--- src/rtl/core/cte_pkg.sv ---
package cte_pkg;

    localparam logic [1:0] ACT_STORE  = 2'd0;
    localparam logic [1:0] ACT_HEADER = 2'd1;
    localparam logic [1:0] ACT_PIXEL  = 2'd2;

    localparam logic KIND_HEADER = 1'b0;
    localparam logic KIND_PIXEL  = 1'b1;

    localparam int PAL_WORDS      = 256;
    localparam int PAL_STEP_SHIFT = 6;
    localparam int QUEUE_DEPTH    = 4;
    localparam int QPTR_W         = 2;
    localparam int CNT_W          = 25;

    localparam logic [7:0] SWAP_MASK = 8'h18;
    localparam logic [7:0] ALPHA_MAX = 8'hFF;

    typedef enum logic [1:0] {
        OP_STORE  = 2'd0,
        OP_HEADER = 2'd1,
        OP_PIXEL  = 2'd2
    } t_op;

    typedef enum logic [1:0] {
        ST_OK      = 2'd0,
        ST_INVALID = 2'd1,
        ST_RANGE   = 2'd2,
        ST_PALETTE = 2'd3
    } t_status;

    typedef struct packed {
        t_op              op;
        t_status          status;
        logic [CNT_W-1:0] count;
        logic [14:0]      pal;
        logic [13:0]      addr;
        logic [31:0]      word;
        logic [7:0]       pix;
    } t_cmd;

    function automatic logic [7:0] swap_middle(input logic [7:0] idx);
        swap_middle = (idx[4] != idx[3]) ? (idx ^ SWAP_MASK) : idx;
    endfunction

endpackage

--- src/rtl/core/cte_queue.sv ---
module cte_queue (
    input  logic          i_clk,
    input  logic          i_rst_n,
    input  logic          i_push,
    input  cte_pkg::t_cmd i_cmd,
    output logic          o_full,
    input  logic          i_pop,
    output logic          o_valid,
    output cte_pkg::t_cmd o_head
);
    import cte_pkg::*;

    t_cmd              r_mem [QUEUE_DEPTH];
    logic [QPTR_W-1:0] r_wr;
    logic [QPTR_W-1:0] r_rd;
    logic [QPTR_W:0]   r_cnt;

    assign o_full  = r_cnt == (QPTR_W + 1)'(QUEUE_DEPTH);
    assign o_valid = r_cnt != '0;
    assign o_head  = r_mem[r_rd];

    always_ff @(posedge i_clk) begin
        if (!i_rst_n) begin
            r_wr  <= '0;
            r_rd  <= '0;
            r_cnt <= '0;
        end else begin
            if (i_push) begin
                r_wr <= r_wr + 1'b1;
            end
            if (i_pop) begin
                r_rd <= r_rd + 1'b1;
            end
            if (i_push && !i_pop) begin
                r_cnt <= r_cnt + 1'b1;
            end else if (i_pop && !i_push) begin
                r_cnt <= r_cnt - 1'b1;
            end
        end
    end

    always_ff @(posedge i_clk) begin
        if (i_push) begin
            r_mem[r_wr] <= i_cmd;
        end
    end

endmodule

--- config.mk ---
export PLATFORM = sky130hd
export DESIGN_NAME = cte_queue
export DESIGN_NICKNAME = d
export VERILOG_FILES = /design/src/rtl/core/cte_pkg.sv /design/src/rtl/core/cte_queue.sv
export SDC_FILE = /design/constraint.sdc
export NUM_CORES = 1
export LEC_CHECK = 0
export BUFFER_PORTS_ARGS = -buffer_cell sky130_fd_sc_hd__buf_2
export CAP_MARGIN = 20
export CELL_PAD_IN_SITES_DETAIL_PLACEMENT = 0
export CELL_PAD_IN_SITES_GLOBAL_PLACEMENT = 1
export CORE_AREA = 2 2 183 185
export CTS_CLUSTER_DIAMETER = 100
export DETAILED_ROUTE_END_ITERATION = 6
export DIE_AREA = 0 0 185 187
export PLACE_DENSITY = 0.76
export REMOVE_ABC_BUFFERS = 1
export SLEW_MARGIN = 20
export SYNTH_ARGS = -nofsm -noshare
export SYNTH_HDL_FRONTEND = slang
export SYNTH_SLANG_ARGS = --single-unit
--- constraint.sdc ---
create_clock -name i_clk -period 3.3 [get_ports i_clk]
set_input_delay 0.66 -clock i_clk [delete_from_list [all_inputs] [get_ports i_clk]]
set_output_delay 0.66 -clock i_clk [all_outputs]
set_load 0.01 [all_outputs]
==> flow_summary.ini <==
[outcome]
status = completed

[setup_path]
path_cells = buf_12, mux4_2, buf_2
reg2reg_to = r_mem[0][67]$_DFFE_PP_
max_stage_delay_ps = 580
path_max_fanout = 39
crit_type = flop to output pin
worst_setup_path_end_kind = output pin
ff2ff_path_depth = 4
regToRegSetupSlack_ps = 1450
cp-start-kind = flop
crit_slowest_cell = dfxtp_4
endpoint = o_head[48]
reg2reg_from = r_wr[0]$_SDFFE_PN0P_
critPathArrivalTime_ps = 2240
worstPathRequired_ps = 2640

[synthesis]
synth_area_um2 = 14600
ys_seq_area_frac = 0.820
yosys.area.top_type = edfxtp_1
synth_seq_cells = 401
synth.distinct_cells = 22
synthFlopType = edfxtp_1
synth-edff-count = 392
synth_commonest_cells = edfxtp_1 (392), mux4_2 (98), buf_2 (10)
yosysMostFrequentCell = edfxtp_1
synth_top_cell_area_share = 0.808
synthTopCellsByArea = edfxtp_1 (81%), mux4_2 (15%), dfxtp_1 (1.2%)
syn_avg_cell_area_um2 = 26.3
netlist_instances = 555
yosysWarningCount = 0
async_flop_share = 0

[place]
place_area_um2 = 16200
io_buffers = 201
place_ws_ps = 885
place_inst = 1197
hpwlAfterDp_um = 15400
place_congestion = 0.720

[layout]
nNetsFinal = 900
instances_no_fill = 1269
fill_cells = 2575
postLayoutCellArea_um2 = 17500
drive_gt1_frac = 0.458
utilization = 0.532
syn2layout_area_growth_pct = 20.0

[sta]
fmax_mhz = 345
max_slew_margin = 0.502
report.final.slew_viol_count = 0
period_share = 0.878
final_hold_viol_count = 0
finalSetupViolCount = 0
fin_ws_ps = 403
rsz0062_at_grt = false
skew_ps = 16.3
hold_ws_ps = 341
worstMarginPinSlew_ps = 748
period_minus_slack_ps = 2900

[global_routing]
grt-busiest-layer = met2
grtUsageTotal = 0.156
overflow = 0
grt_pass1_vias = 6959
grtUsageMet2 = 0.252
gr-usage-met1 = 0.203
antenna_found_initial = 5
grt_pass1_wl_um = 40400
grt_util_met3 = 0.0502
grt_max_degree = 62

[routing]
finalWirelength_um = 26300
ant_nets = 0
vias = 6512
vias_per_cell = 5.13
wl_per_cell_um = 20.7
dr.pass1.iters = 4
dr.first_iter.drc_count = 416
drc = 0

[clock_tree]
cts_buffers = 41
clk_pin_slew_ps = 60
cts.hold.buffers_added = 0
cts_buffer_depth = 3
ctsResizeCount = 0
post_cts_buffers = 0
cts.sinks = 401
cts_tree = done
root_buffer = clkbuf_16
htreeDepth = 2
clk_latency_ps = 530

[die]
core_um2 = 32900
die_h_um = 187
initial_utilization = 0.444
die-area_um2 = 34600
boundaryPins = 202
rows = 67
die_w_um = 185

[worst_hold_path]
hold_path_depth = 1
min_path_type = input port to flop

[pwr]
leakage_nw = 5.86
powerDensity_nw_per_um2 = 643
peakVddDrop_mv = 0.597

[flow_run]
drv_cap = 0
## layout by cell type, fill, tap and decap left out, drive strengths merged
cell / n
a21boi: 1
and2: 9
buf: 216
bufinv: 2
clkbuf: 53
clkinv: 12
clkinvlp: 2
dfxtp: 9
diode: 3
edfxtp: 392
fa: 1
ha: 5
inv: 4
mux2i: 2
mux4: 98
nand2: 1
nor2b: 2
nor3b: 1
o21ai: 1
or3: 2
xnor2: 2
xor2: 3
## per-layer routing
| layer | part of all wire | up-vias |
|---|---|---|
| met3 | 0.077 | 49 |
| met4 | 0.022 | 4 |
| li1 | - | 2860 |
| met1 | 0.40 | 3401 |
| met2 | 0.50 | 198 |
| met5 | 0.0010 | - |
## metrics by stage
| step | power, mW | TNS, ps |
|---|---|---|
| 2_1_floorplan | 6.67 | -245220 |
| 3_3_place_gp | 7.10 | 0 |
| 3_5_place_dp | 7.12 | 0 |
| 4_1_cts | 11.4 | 0 |
| 5_1_grt | 11.7 | 0 |
| 6_report | 11.3 | 0 |
## how the worst min path moves through the flow
| stage | slack [ps] | from | endpoint |
|---|---|---|---|
| after global placement | 490 | r_cnt[2]$_SDFFE_PN0P_ | r_cnt[2]$_SDFFE_PN0P_ |
| after floorplan | 470 | r_cnt[2]$_SDFFE_PN0P_ | r_cnt[2]$_SDFFE_PN0P_ |
| after CTS | 320 | i_cmd[85] | r_mem[2][85]$_DFFE_PP_ |
| final | 340 | i_cmd[85] | r_mem[2][85]$_DFFE_PP_ |
| after global routing | 320 | i_cmd[17] | r_mem[2][17]$_DFFE_PP_ |
| after detailed placement | 520 | r_cnt[2]$_SDFFE_PN0P_ | r_cnt[2]$_SDFFE_PN0P_ |
## kinds of logic after synthesis
logic type,synth area share
DFF,0.820
muxes,0.153
buffers and inverters,0.0113
and+or+nand+nor,0.00635
adders and majority gates,0.00567
xor gates and xnor gates,0.00301
AOI/OAI and AO/OA,0.000858
## worst max-delay path, delay by kind of cell (launching register included)
family	cells	cell delay [ps]
buffers and inverters	2	510
flip-flops	1	580
multiplexers	1	560
## state kept, by name, summed over array words and instances, names as in the netlist, named ones only
signal / cells
r_wr: 2
r_mem: 392
r_cnt: 3
r_rd: 2
## where the power goes
group	switching, mW	total, mW	internal [mW]
combinational	0.553	1.05	0.501
clock	1.76	4.27	2.51
sequential	0.0785	5.93	5.85
## final cells by class
| class | instances | area, um^2 | share of cell area |
|---|---|---|---|
| Inverter | 4 | 15.0 | 0.000858 |
| Tap cell | 448 | 561 | 0.0320 |
| Timing Repair Buffer | 216 | 1240 | 0.0711 |
| Sequential cell | 401 | 12000 | 0.683 |
| Antenna cell | 3 | 7.51 | 0.000429 |
| Multi-Input combinational cell | 128 | 2470 | 0.141 |
| Clock buffer | 53 | 1110 | 0.0635 |
| Clock inverter | 16 | 131 | 0.00751 |
No activity file was read; power rests on OpenSTA's default activity.
