`src/rtl/core/cte_pkg.sv`:
```
package cte_pkg;

    localparam logic [1:0] ACT_STORE  = 2'd0;
    localparam logic [1:0] ACT_HEADER = 2'd1;
    localparam logic [1:0] ACT_PIXEL  = 2'd2;

    localparam logic KIND_HEADER = 1'b0;
    localparam logic KIND_PIXEL  = 1'b1;

    localparam int PAL_WORDS      = 256;
    localparam int PAL_STEP_SHIFT = 6;
    localparam int QUEUE_DEPTH    = 4;
    localparam int QPTR_W         = 2;
    localparam int CNT_W          = 25;

    localparam logic [7:0] SWAP_MASK = 8'h18;
    localparam logic [7:0] ALPHA_MAX = 8'hFF;

    typedef enum logic [1:0] {
        OP_STORE  = 2'd0,
        OP_HEADER = 2'd1,
        OP_PIXEL  = 2'd2
    } t_op;

    typedef enum logic [1:0] {
        ST_OK      = 2'd0,
        ST_INVALID = 2'd1,
        ST_RANGE   = 2'd2,
        ST_PALETTE = 2'd3
    } t_status;

    typedef struct packed {
        t_op              op;
        t_status          status;
        logic [CNT_W-1:0] count;
        logic [14:0]      pal;
        logic [13:0]      addr;
        logic [31:0]      word;
        logic [7:0]       pix;
    } t_cmd;

    function automatic logic [7:0] swap_middle(input logic [7:0] idx);
        swap_middle = (idx[4] != idx[3]) ? (idx ^ SWAP_MASK) : idx;
    endfunction

endpackage

```
`src/rtl/core/cte_front.sv`:
```
module cte_front #(
    parameter int STORE_WORDS = 16384,
    parameter int MAX_SIDE    = 4096
) (
    input  logic          i_clk,
    input  logic          i_rst_n,
    input  logic          i_tvalid,
    output logic          o_tready,
    input  logic [135:0]  i_tdata,
    input  logic [1:0]    i_tuser,
    input  logic [31:0]   i_texture_base,
    input  logic [35:0]   i_data_size,
    input  logic          i_full,
    output logic          o_push,
    output cte_pkg::t_cmd o_cmd
);
    import cte_pkg::*;

    logic [13:0] f_addr;
    logic [31:0] f_word;
    logic [31:0] f_off;
    logic [15:0] f_w;
    logic [15:0] f_h;
    logic [15:0] f_pal;
    logic [7:0]  f_pix;
    logic        keep;
    logic        bad;
    logic [25:0] prod;
    logic [32:0] poff;
    logic        adv;
    t_op         op;

    logic             r_valid;
    t_op              r_op;
    logic             r_invalid;
    logic [CNT_W-1:0] r_count;
    logic [32:0]      r_poff;
    logic [14:0]      r_pal;
    logic [13:0]      r_addr;
    logic [31:0]      r_word;
    logic [7:0]       r_pix;

    logic [35:0] span_end;
    logic [31:0] pal_end;
    t_status     status;

    assign f_addr = i_tdata[13:0];
    assign f_word = i_tdata[45:14];
    assign f_off  = i_tdata[77:46];
    assign f_w    = i_tdata[93:78];
    assign f_h    = i_tdata[109:94];
    assign f_pal  = i_tdata[125:110];
    assign f_pix  = i_tdata[133:126];

    always_comb begin
        case (i_tuser)
            ACT_STORE: begin
                op   = OP_STORE;
                keep = 32'(f_addr) < 32'(STORE_WORDS);
            end
            ACT_HEADER: begin
                op   = OP_HEADER;
                keep = 1'b1;
            end
            ACT_PIXEL: begin
                op   = OP_PIXEL;
                keep = 1'b1;
            end
            default: begin
                op   = OP_PIXEL;
                keep = 1'b0;
            end
        endcase
    end

    assign bad = f_off[31] || f_w[15] || f_h[15] || f_pal[15]
              || (f_w == 16'd0) || (f_h == 16'd0)
              || (f_w > 16'(MAX_SIDE)) || (f_h > 16'(MAX_SIDE));
    assign prod = f_w[12:0] * f_h[12:0];
    assign poff = {1'b0, i_texture_base} + {1'b0, f_off};

    assign adv      = !r_valid || !i_full;
    assign o_tready = adv;

    always_ff @(posedge i_clk) begin
        if (!i_rst_n) begin
            r_valid <= 1'b0;
        end else if (adv) begin
            r_valid <= i_tvalid && keep;
        end
    end

    always_ff @(posedge i_clk) begin
        if (adv && i_tvalid) begin
            r_op      <= op;
            r_invalid <= bad;
            r_count   <= prod[CNT_W-1:0];
            r_poff    <= poff;
            r_pal     <= f_pal[14:0];
            r_addr    <= f_addr;
            r_word    <= f_word;
            r_pix     <= swap_middle(f_pix);
        end
    end

    // header checks: pixel span against data size, palette span against store
    assign span_end = 36'(r_poff) + 36'(r_count);
    assign pal_end  = {11'd0, r_pal, 6'd0} + 32'(PAL_WORDS);

    always_comb begin
        if (r_invalid) begin
            status = ST_INVALID;
        end else if (span_end > i_data_size) begin
            status = ST_RANGE;
        end else if (pal_end > 32'(STORE_WORDS)) begin
            status = ST_PALETTE;
        end else begin
            status = ST_OK;
        end
    end

    assign o_push       = r_valid && !i_full;
    assign o_cmd.op     = r_op;
    assign o_cmd.status = status;
    assign o_cmd.count  = r_count;
    assign o_cmd.pal    = r_pal;
    assign o_cmd.addr   = r_addr;
    assign o_cmd.word   = r_word;
    assign o_cmd.pix    = r_pix;

endmodule

```
`config.mk`:
```
export PLATFORM = sky130hd
export DESIGN_NAME = cte_front
export DESIGN_NICKNAME = d
export VERILOG_FILES = /design/src/rtl/core/cte_pkg.sv /design/src/rtl/core/cte_front.sv
export SDC_FILE = /design/constraint.sdc
export NUM_CORES = 1
export LEC_CHECK = 0
export ABC_AREA = 0
export CAP_MARGIN = 20
export CORE_MARGIN = 5
export CORE_UTILIZATION = 66
export DETAILED_ROUTE_END_ITERATION = 7
export DONT_BUFFER_PORTS = 1
export MAX_ROUTING_LAYER = met4
export PLACE_DENSITY = 0.8
export SYNTH_ARGS = -nofsm -noshare
export SYNTH_HDL_FRONTEND = slang
export SYNTH_SLANG_ARGS = --single-unit
```
`constraint.sdc`:
```
create_clock -name i_clk -period 7.55 [get_ports i_clk]
set_input_delay 0.755 -clock i_clk [delete_from_list [all_inputs] [get_ports i_clk]]
set_output_delay 0.755 -clock i_clk [all_outputs]
set_load 0.005 [all_outputs]
```
==> out/metrics.csv, run 1 <==
stage,metric,value,unit
outcome,status,"complete, no violations",
clocking,Post-CTS Resized,0,
worst_hold_path,Min-Delay Path Class,input port to flip-flop,
clocking,clk_lat worst skew,0.41,ns
critical_path,crit-path max FO,5,
clocking,CTS tree,built,
logic_synthesis,Synth area leaders,"edfxtp_1 29%, fa_1 18%, ha_1 15%",
timing,Tmin final,6.224,ns
floorplan,initial core utilization,0.6714,
critical_path,r2r startpoint,r_valid,
clocking,postcts setup bufs,0,
timing,"Hold Violations, Final",0,
routing,routed via count,10070,
placement,post-DP HPWL,27480,um
power_and_ir_drop,peak supply drop,0.2960,mV
logic_synthesis,top-area cell type share of the netlist area,0.2864,
logic_synthesis,syn nets,1878,
timing,Slew Limit Fails,0,
logic_synthesis,synth warn,0,
logic_synthesis,register area share after synthesis,0.2879,
timing,Fmax,160.7,MHz
logic_synthesis,Mapped Area,0.01363,mm^2
global_route,gr busiest metal,met2,
placement,port bufs,0,
logic_synthesis,Yosys top cell by area,edfxtp_1,
logic_synthesis,"EDFF count, synth",130,
power_and_ir_drop,Power Dens Cells,354.6,mW/mm^2
critical_path,startpoint types,flip-flop,
timing,Setup Viol. Count Final,0,
clocking,H-tree levels,4,
clocking,Root Driver,clkbuf_16,
logic_synthesis,Post-Syn Area per Cell,9.826,um^2
run,max-cap violations,0,
floorplan,row count,52,
logic_synthesis,most common cell in the netlist,inv_1,
finish,Area growth syn-to-layout,6.371,%
global_route,largest net degree at the start of global routing,67,
floorplan,# IOs,310,
finish,fillers,1474,
critical_path,crit end category,output pin,
critical_path,Worst EP required,6.80,ns
routing,DRT Pass-1 Iters,5,
logic_synthesis,asr flop ratio synth,0,
floorplan,Core Box Area,0.02030,mm^2
critical_path,CP arrival,5.47,ns
global_route,global-route usage over all layers,0.2961,
logic_synthesis,commonest cells in the netlist,"227 x inv_1, 159 x ha_1, 130 x edfxtp_1",
worst_hold_path,hold wc startpoint,i_tdata[28],
logic_synthesis,Synth Register Bits,131,
global_route,grt total ovfl,0,
routing,vias per cell,6.060,
routing,routed length per instance,20.12,um
global_route,vias in the first global route,10270,
power_and_ir_drop,Leak,0.006703,uW
timing,slew margin rel.,0.4486,
routing,Post-DRT Antenna Nets,0,
logic_synthesis,Synth Flop Type,edfxtp_1,
timing,Worst Max-Slew Pin Slew,0.8271,ns
timing,Clock Skew,0.009389,ns
floorplan,die width,153.7,um
clocking,# hold bufs at CTS,0,
finish,final instance area,0.01450,mm^2
timing,Final Cycle Share,0.8244,
logic_synthesis,Netlist cell types,60,
global_route,initial antenna violation count,4,
logic_synthesis,Post-Synthesis Cells,1387,
critical_path,crit path launch,r_count[0],
floorplan,Die H,153.7,um
critical_path,type of the worst setup path,flip-flop to output pin,
timing,RSZ-0062 raised after global routing,false,
clocking,Max clock buf depth,2,
clocking,clock-pin slew on the worst setup and hold paths,0.06,ns
placement,Post-DP Area,0.01385,mm^2
power_and_ir_drop,Tot Pwr,5142,uW
global_route,global-route wire length before repair,53940,um
routing,# DRC,0,
global_route,met1 usage in global routing,0.3374,
global_route,grt met3 use,0.08460,
global_route,M2 GR Usage,0.4857,
timing,Setup TNS,0,ns
placement,gpl congestion,0.9166,
routing,final WL,33420,um
finish,final layout net count,1865,
clocking,CTS Sinks,131,
routing,1st-iter DRT viols,623,
finish,layout cell share with drive strength beyond 1,0.03317,
floorplan,Die ar.,0.02362,mm^2
clocking,CTS Buf Count,17,
final cells by class:
cell class,instances,area [um^2],share of cell area
inverter,227,852.1,0.05877
clock inverter,15,209.0,0.01441
clock buffer,17,425.4,0.02934
sequential,131,3924,0.2706
timing repair buffer,1,7.507,0.0005178
tap,270,337.8,0.02330
antenna,4,10.01,0.0006904
multi-input combinational,996,8732,0.6023
placed cells by master (no fill, tap or decap), types with 4 or more instances in the layout:
master / n
and3_1: 9
edfxtp_1: 130
inv_6: 6
o21bai_1: 9
nand2_1: 127
diode_2: 4
xor2_1: 30
a21boi_0: 7
a21oi_1: 70
o31ai_1: 6
nand3b_1: 5
nand2b_1: 13
clkbuf_16: 17
nand3_1: 24
a31oi_1: 8
nand4_1: 16
nor2_1: 51
fa_1: 122
o21a_1: 13
ha_1: 159
inv_1: 227
nor2b_1: 18
and2_1: 86
nor4_1: 12
inv_8: 4
o211ai_1: 11
a21o_1: 37
and4_1: 5
xnor2_1: 41
o21ai_0: 40
nor3_1: 17
a211oi_1: 7
cells by family (layout without fill, tap and decap cells):
group	count (synthesis)	count (layout)	share of synthesized area
fa+ha+maj	281	281	0.3252
flops	131	131	0.2879
xor+xnor	71	71	0.04563
mux	2	2	0.001561
compound gates	242	242	0.1180
other cells	0	4	0
simple gates	400	400	0.1502
buf+inv	260	260	0.07161
critical path: stages (launching register included):
cell	delay [ns]
edfxtp_1	0.44
ha_1	0.28
fa_1	0.42
a21oi_1	0.25
o211ai_1	0.20
o221a_2	0.34
o211ai_1	0.28
a21oi_1	0.15
o31ai_1	0.45
a21boi_0	0.19
xor2_1	0.18
ha_1	0.31
nand3_1	0.06
or4_1	0.46
nor4_1	0.44
a21oi_1	0.18
a311o_1	0.41
per-layer routing:
layer  vias up  routed length [um]
li1       4678                   -
met1      4851               12370
met5         -                   0
met3        92                3022
met4         0                1751
met2       444               16280
final timing paths:
| path | end | slack [ns] | depth (start not counted) |
|---|---|---|---|
| setup reg to reg | r_count[24] | 5.23 | 3 |
| setup / recovery | o_cmd[94] | 1.33 | 16 |
| hold / removal | r_word[14] | 0.43 | 0 |
| hold reg to reg | r_valid | 0.55 | 2 |
metrics by stage:
stage	cells	utilization	hold WS [ns]	setup WS, ns
2_1_floorplan	1387	-	0.4970	1.879
3_3_place_gp	1625	0.6824	0.5419	1.592
3_5_place_dp	1625	0.6824	0.5496	1.530
4_1_cts	1657	0.7137	0.4164	1.355
5_1_grt	1661	0.7142	0.4124	0.8131
6_report	1661	0.7142	0.4314	1.326
sequential cells by signal, indices dropped and copies added (netlist names):
signal and flops:
r_poff 33, r_word 32, r_count 25, r_pal 15, r_addr 14, r_pix 8, r_op 2, r_invalid 1
r_valid 1
where the power goes:
| group | switching, uW | internal, uW |
|---|---|---|
| combinational | 1740 | 1350 |
| clock | 345 | 537 |
| sequential | 125 | 1050 |
(Power assumes the default switching activity.)
==> run 2, diff against run 1 <==
- clock period: 7.55 -> 5.9 ns (I/O delays scaled with it)
==> run 2 against run 1 <==
Effect of this change:
- cell area decreased by 0.14%
- via count increased by 0.26%
- worst setup slack got worse by 1.1 ns
- routed wire length decreased by 1.3%
- clock power increased by 16%
- critical path depth unchanged
- final cell count about the same
- combinational power increased by 28%
- register-to-register slack got worse by 1.7 ns
- sequential power increased by 27%
- count of clock-buffer cells in the layout increased by 1
- clock skew about the same
==> out/metrics.csv, run 2 (synthesis results as in run 1) <==
stage,metric,value,unit
critical_path,Worst Reg-to-Reg Cells,3,
routing,final WL,33000,um
critical_path,startpoint types,flip-flop,
finish,Top reg by flops,r_poff,
power_and_ir_drop,sw frac,0.4316,
routing,# DRC,0,
power_and_ir_drop,switching power,2796,uW
finish,fillers,1492,
finish,Area growth syn-to-layout,6.224,%
timing,Clock Skew,0.009238,ns
floorplan,Die H,153.7,um
timing,Final Cycle Share,0.9554,
routing,Post-DRT Antenna Nets,0,
power_and_ir_drop,peak supply drop,0.4837,mV
global_route,grt total ovfl,0,
critical_path,type of the worst setup path,flip-flop to output pin,
critical_path,cell depth of the worst setup path,16,
global_route,vias in the first global route,10180,
placement,Placed Cells,1626,
run,max-cap violations,0,
finish,final layout net count,1867,
routing,vias per cell,6.079,
timing,Worst Max-Slew Pin Slew,0.8370,ns
critical_path,CP arrival,5.05,ns
global_route,global-route wire length before repair,53310,um
routing,DRT Pass-1 Iters,5,
clocking,Root Driver,clkbuf_16,
timing,Fmax,177.4,MHz
floorplan,Core Box Area,0.02030,mm^2
worst_hold_path,Min-Delay Path Class,input port to flip-flop,
critical_path,CP Cell Sequence,ha_1 > fa_1 > a21oi_2 > o211ai_1 > o221a_2 > o211ai_1 > a21oi_2 > o31ai_2 > a21boi_0 > xor2_1 > ha_1 > nand3_1 > or4_1 > nor4_4 > a21oi_1 > a311o_1,
placement,port bufs,0,
timing,Tmin final,5.637,ns
critical_path,crit end category,output pin,
placement,gpl congestion,0.9192,
floorplan,Die ar.,0.02362,mm^2
power_and_ir_drop,clock power share,0.158,
finish,Regs by FF count,"r_poff (33), r_word (32), r_count (25)",
global_route,global-route usage over all layers,0.2909,
finish,max reg flops,33,
clocking,clock-pin slew on the worst setup and hold paths,0.06,ns
critical_path,CP max-delay cell,or4_1,
floorplan,row count,52,
clocking,CTS Buf Count,17,
clocking,CTS Sinks,131,
routing,routed via count,10090,
power_and_ir_drop,Leak,0.006693,uW
floorplan,die width,153.7,um
critical_path,Worst EP required,5.31,ns
floorplan,initial core utilization,0.6714,
power_and_ir_drop,Sequential Power Share,0.232,
critical_path,crit-path max FO,4,
clocking,H-tree levels,4,
worst_hold_path,hold path depth,0,
clocking,CTS tree,built,
routing,routed length per instance,19.88,um
finish,"commonest non-fill, non-tap cell in the layout",inv_1,
critical_path,"delay-heaviest family, CP",compound AO/OA/AOI/OAI gates,
power_and_ir_drop,combinational cell fraction of total power,0.610,
critical_path,WP buf/inv,0,
global_route,largest net degree at the start of global routing,67,
floorplan,# IOs,310,
timing,"Hold Violations, Final",0,
finish,"commonest cells after routing, fill and taps aside","227 x inv_1, 159 x ha_1, 130 x edfxtp_1, 127 x nand2_1, 122 x fa_1",
critical_path,r2r setup slk,3.54,ns
critical_path,crit-path max cell delay,0.53,ns
global_route,initial antenna violation count,2,
finish,Finished Layout Cells,1660,
placement,post-DP HPWL,27360,um
clocking,Max clock buf depth,2,
timing,Slew Limit Fails,0,
power_and_ir_drop,P_int,3683,uW
finish,final instance area,0.01448,mm^2
outcome,status,"complete, no violations",
finish,layout cell share with drive strength beyond 1,0.03744,
power_and_ir_drop,Power Dens Cells,447.5,mW/mm^2
timing,slew margin rel.,0.4420,
placement,Post-DP Area,0.01386,mm^2
timing,Hold WS,0.2676,ns
routing,1st-iter DRT viols,638,
timing,Setup Viol. Count Final,0,
clocking,# hold bufs at CTS,0,
clocking,clk_lat worst skew,0.41,ns
timing,Setup TNS,0,ns
[run 2: area by class of cell]
type / instances / area, um^2 / area share
well taps: 270 / 337.8 / 0.02333
clock buffers: 18 / 429.2 / 0.02964
diodes: 1 / 2.502 / 0.0001728
clock inverters: 14 / 145.1 / 0.01003
inverters: 227 / 852.1 / 0.05885
multi-input cells: 996 / 8765 / 0.6054
flip-flops and latches: 131 / 3924 / 0.2710
repair buffers: 3 / 22.52 / 0.001556
[run 2: power by group through the flow]
stage	combinational (uW)	clock, uW	sequential [uW]
3_5_place_dp	3900	0	1530
2_1_floorplan	3170	0	1430
6_report	3950	1020	1500
3_3_place_gp	3760	0	1520
5_1_grt	4580	1080	1520
4_1_cts	3950	1040	1510
[run 2: repair_timing]
item,4_1_cts,5_1_grt
pin swaps,0,4
setup endpoints to repair,1,2
gates resized for setup,1,6
buffers inserted,0,1
[run 2: routing by layer]
layer | GRT usage | vias up | wire length, um
met2 | 0.5026 | 436 | 16800
met4 | 0.07738 | 0 | 920
met1 | 0.3428 | 4912 | 12640
met3 | 0.07026 | 63 | 2639
li1 | - | 4680 | -
met5 | - | - | 0
[run 2: worst paths after layout]
kind	end	from
hold / removal	r_addr[9]	i_tdata[9]
setup reg to reg	r_word[23]	r_valid
setup / recovery	o_cmd[94]	r_count[0]
hold reg to reg	r_valid	r_valid
[run 2: per-stage QoR]
stage | total power [uW] | utilization | setup WS, ns
finish | 6479 | 0.7132 | 0.2634
detailed placement | 5425 | 0.6828 | 0.2114
CTS | 6500 | 0.7114 | 0.05926
global route | 7181 | 0.7132 | -0.01114
floorplan | 4608 | - | 0.3937
global placement | 5285 | 0.6828 | 0.2148
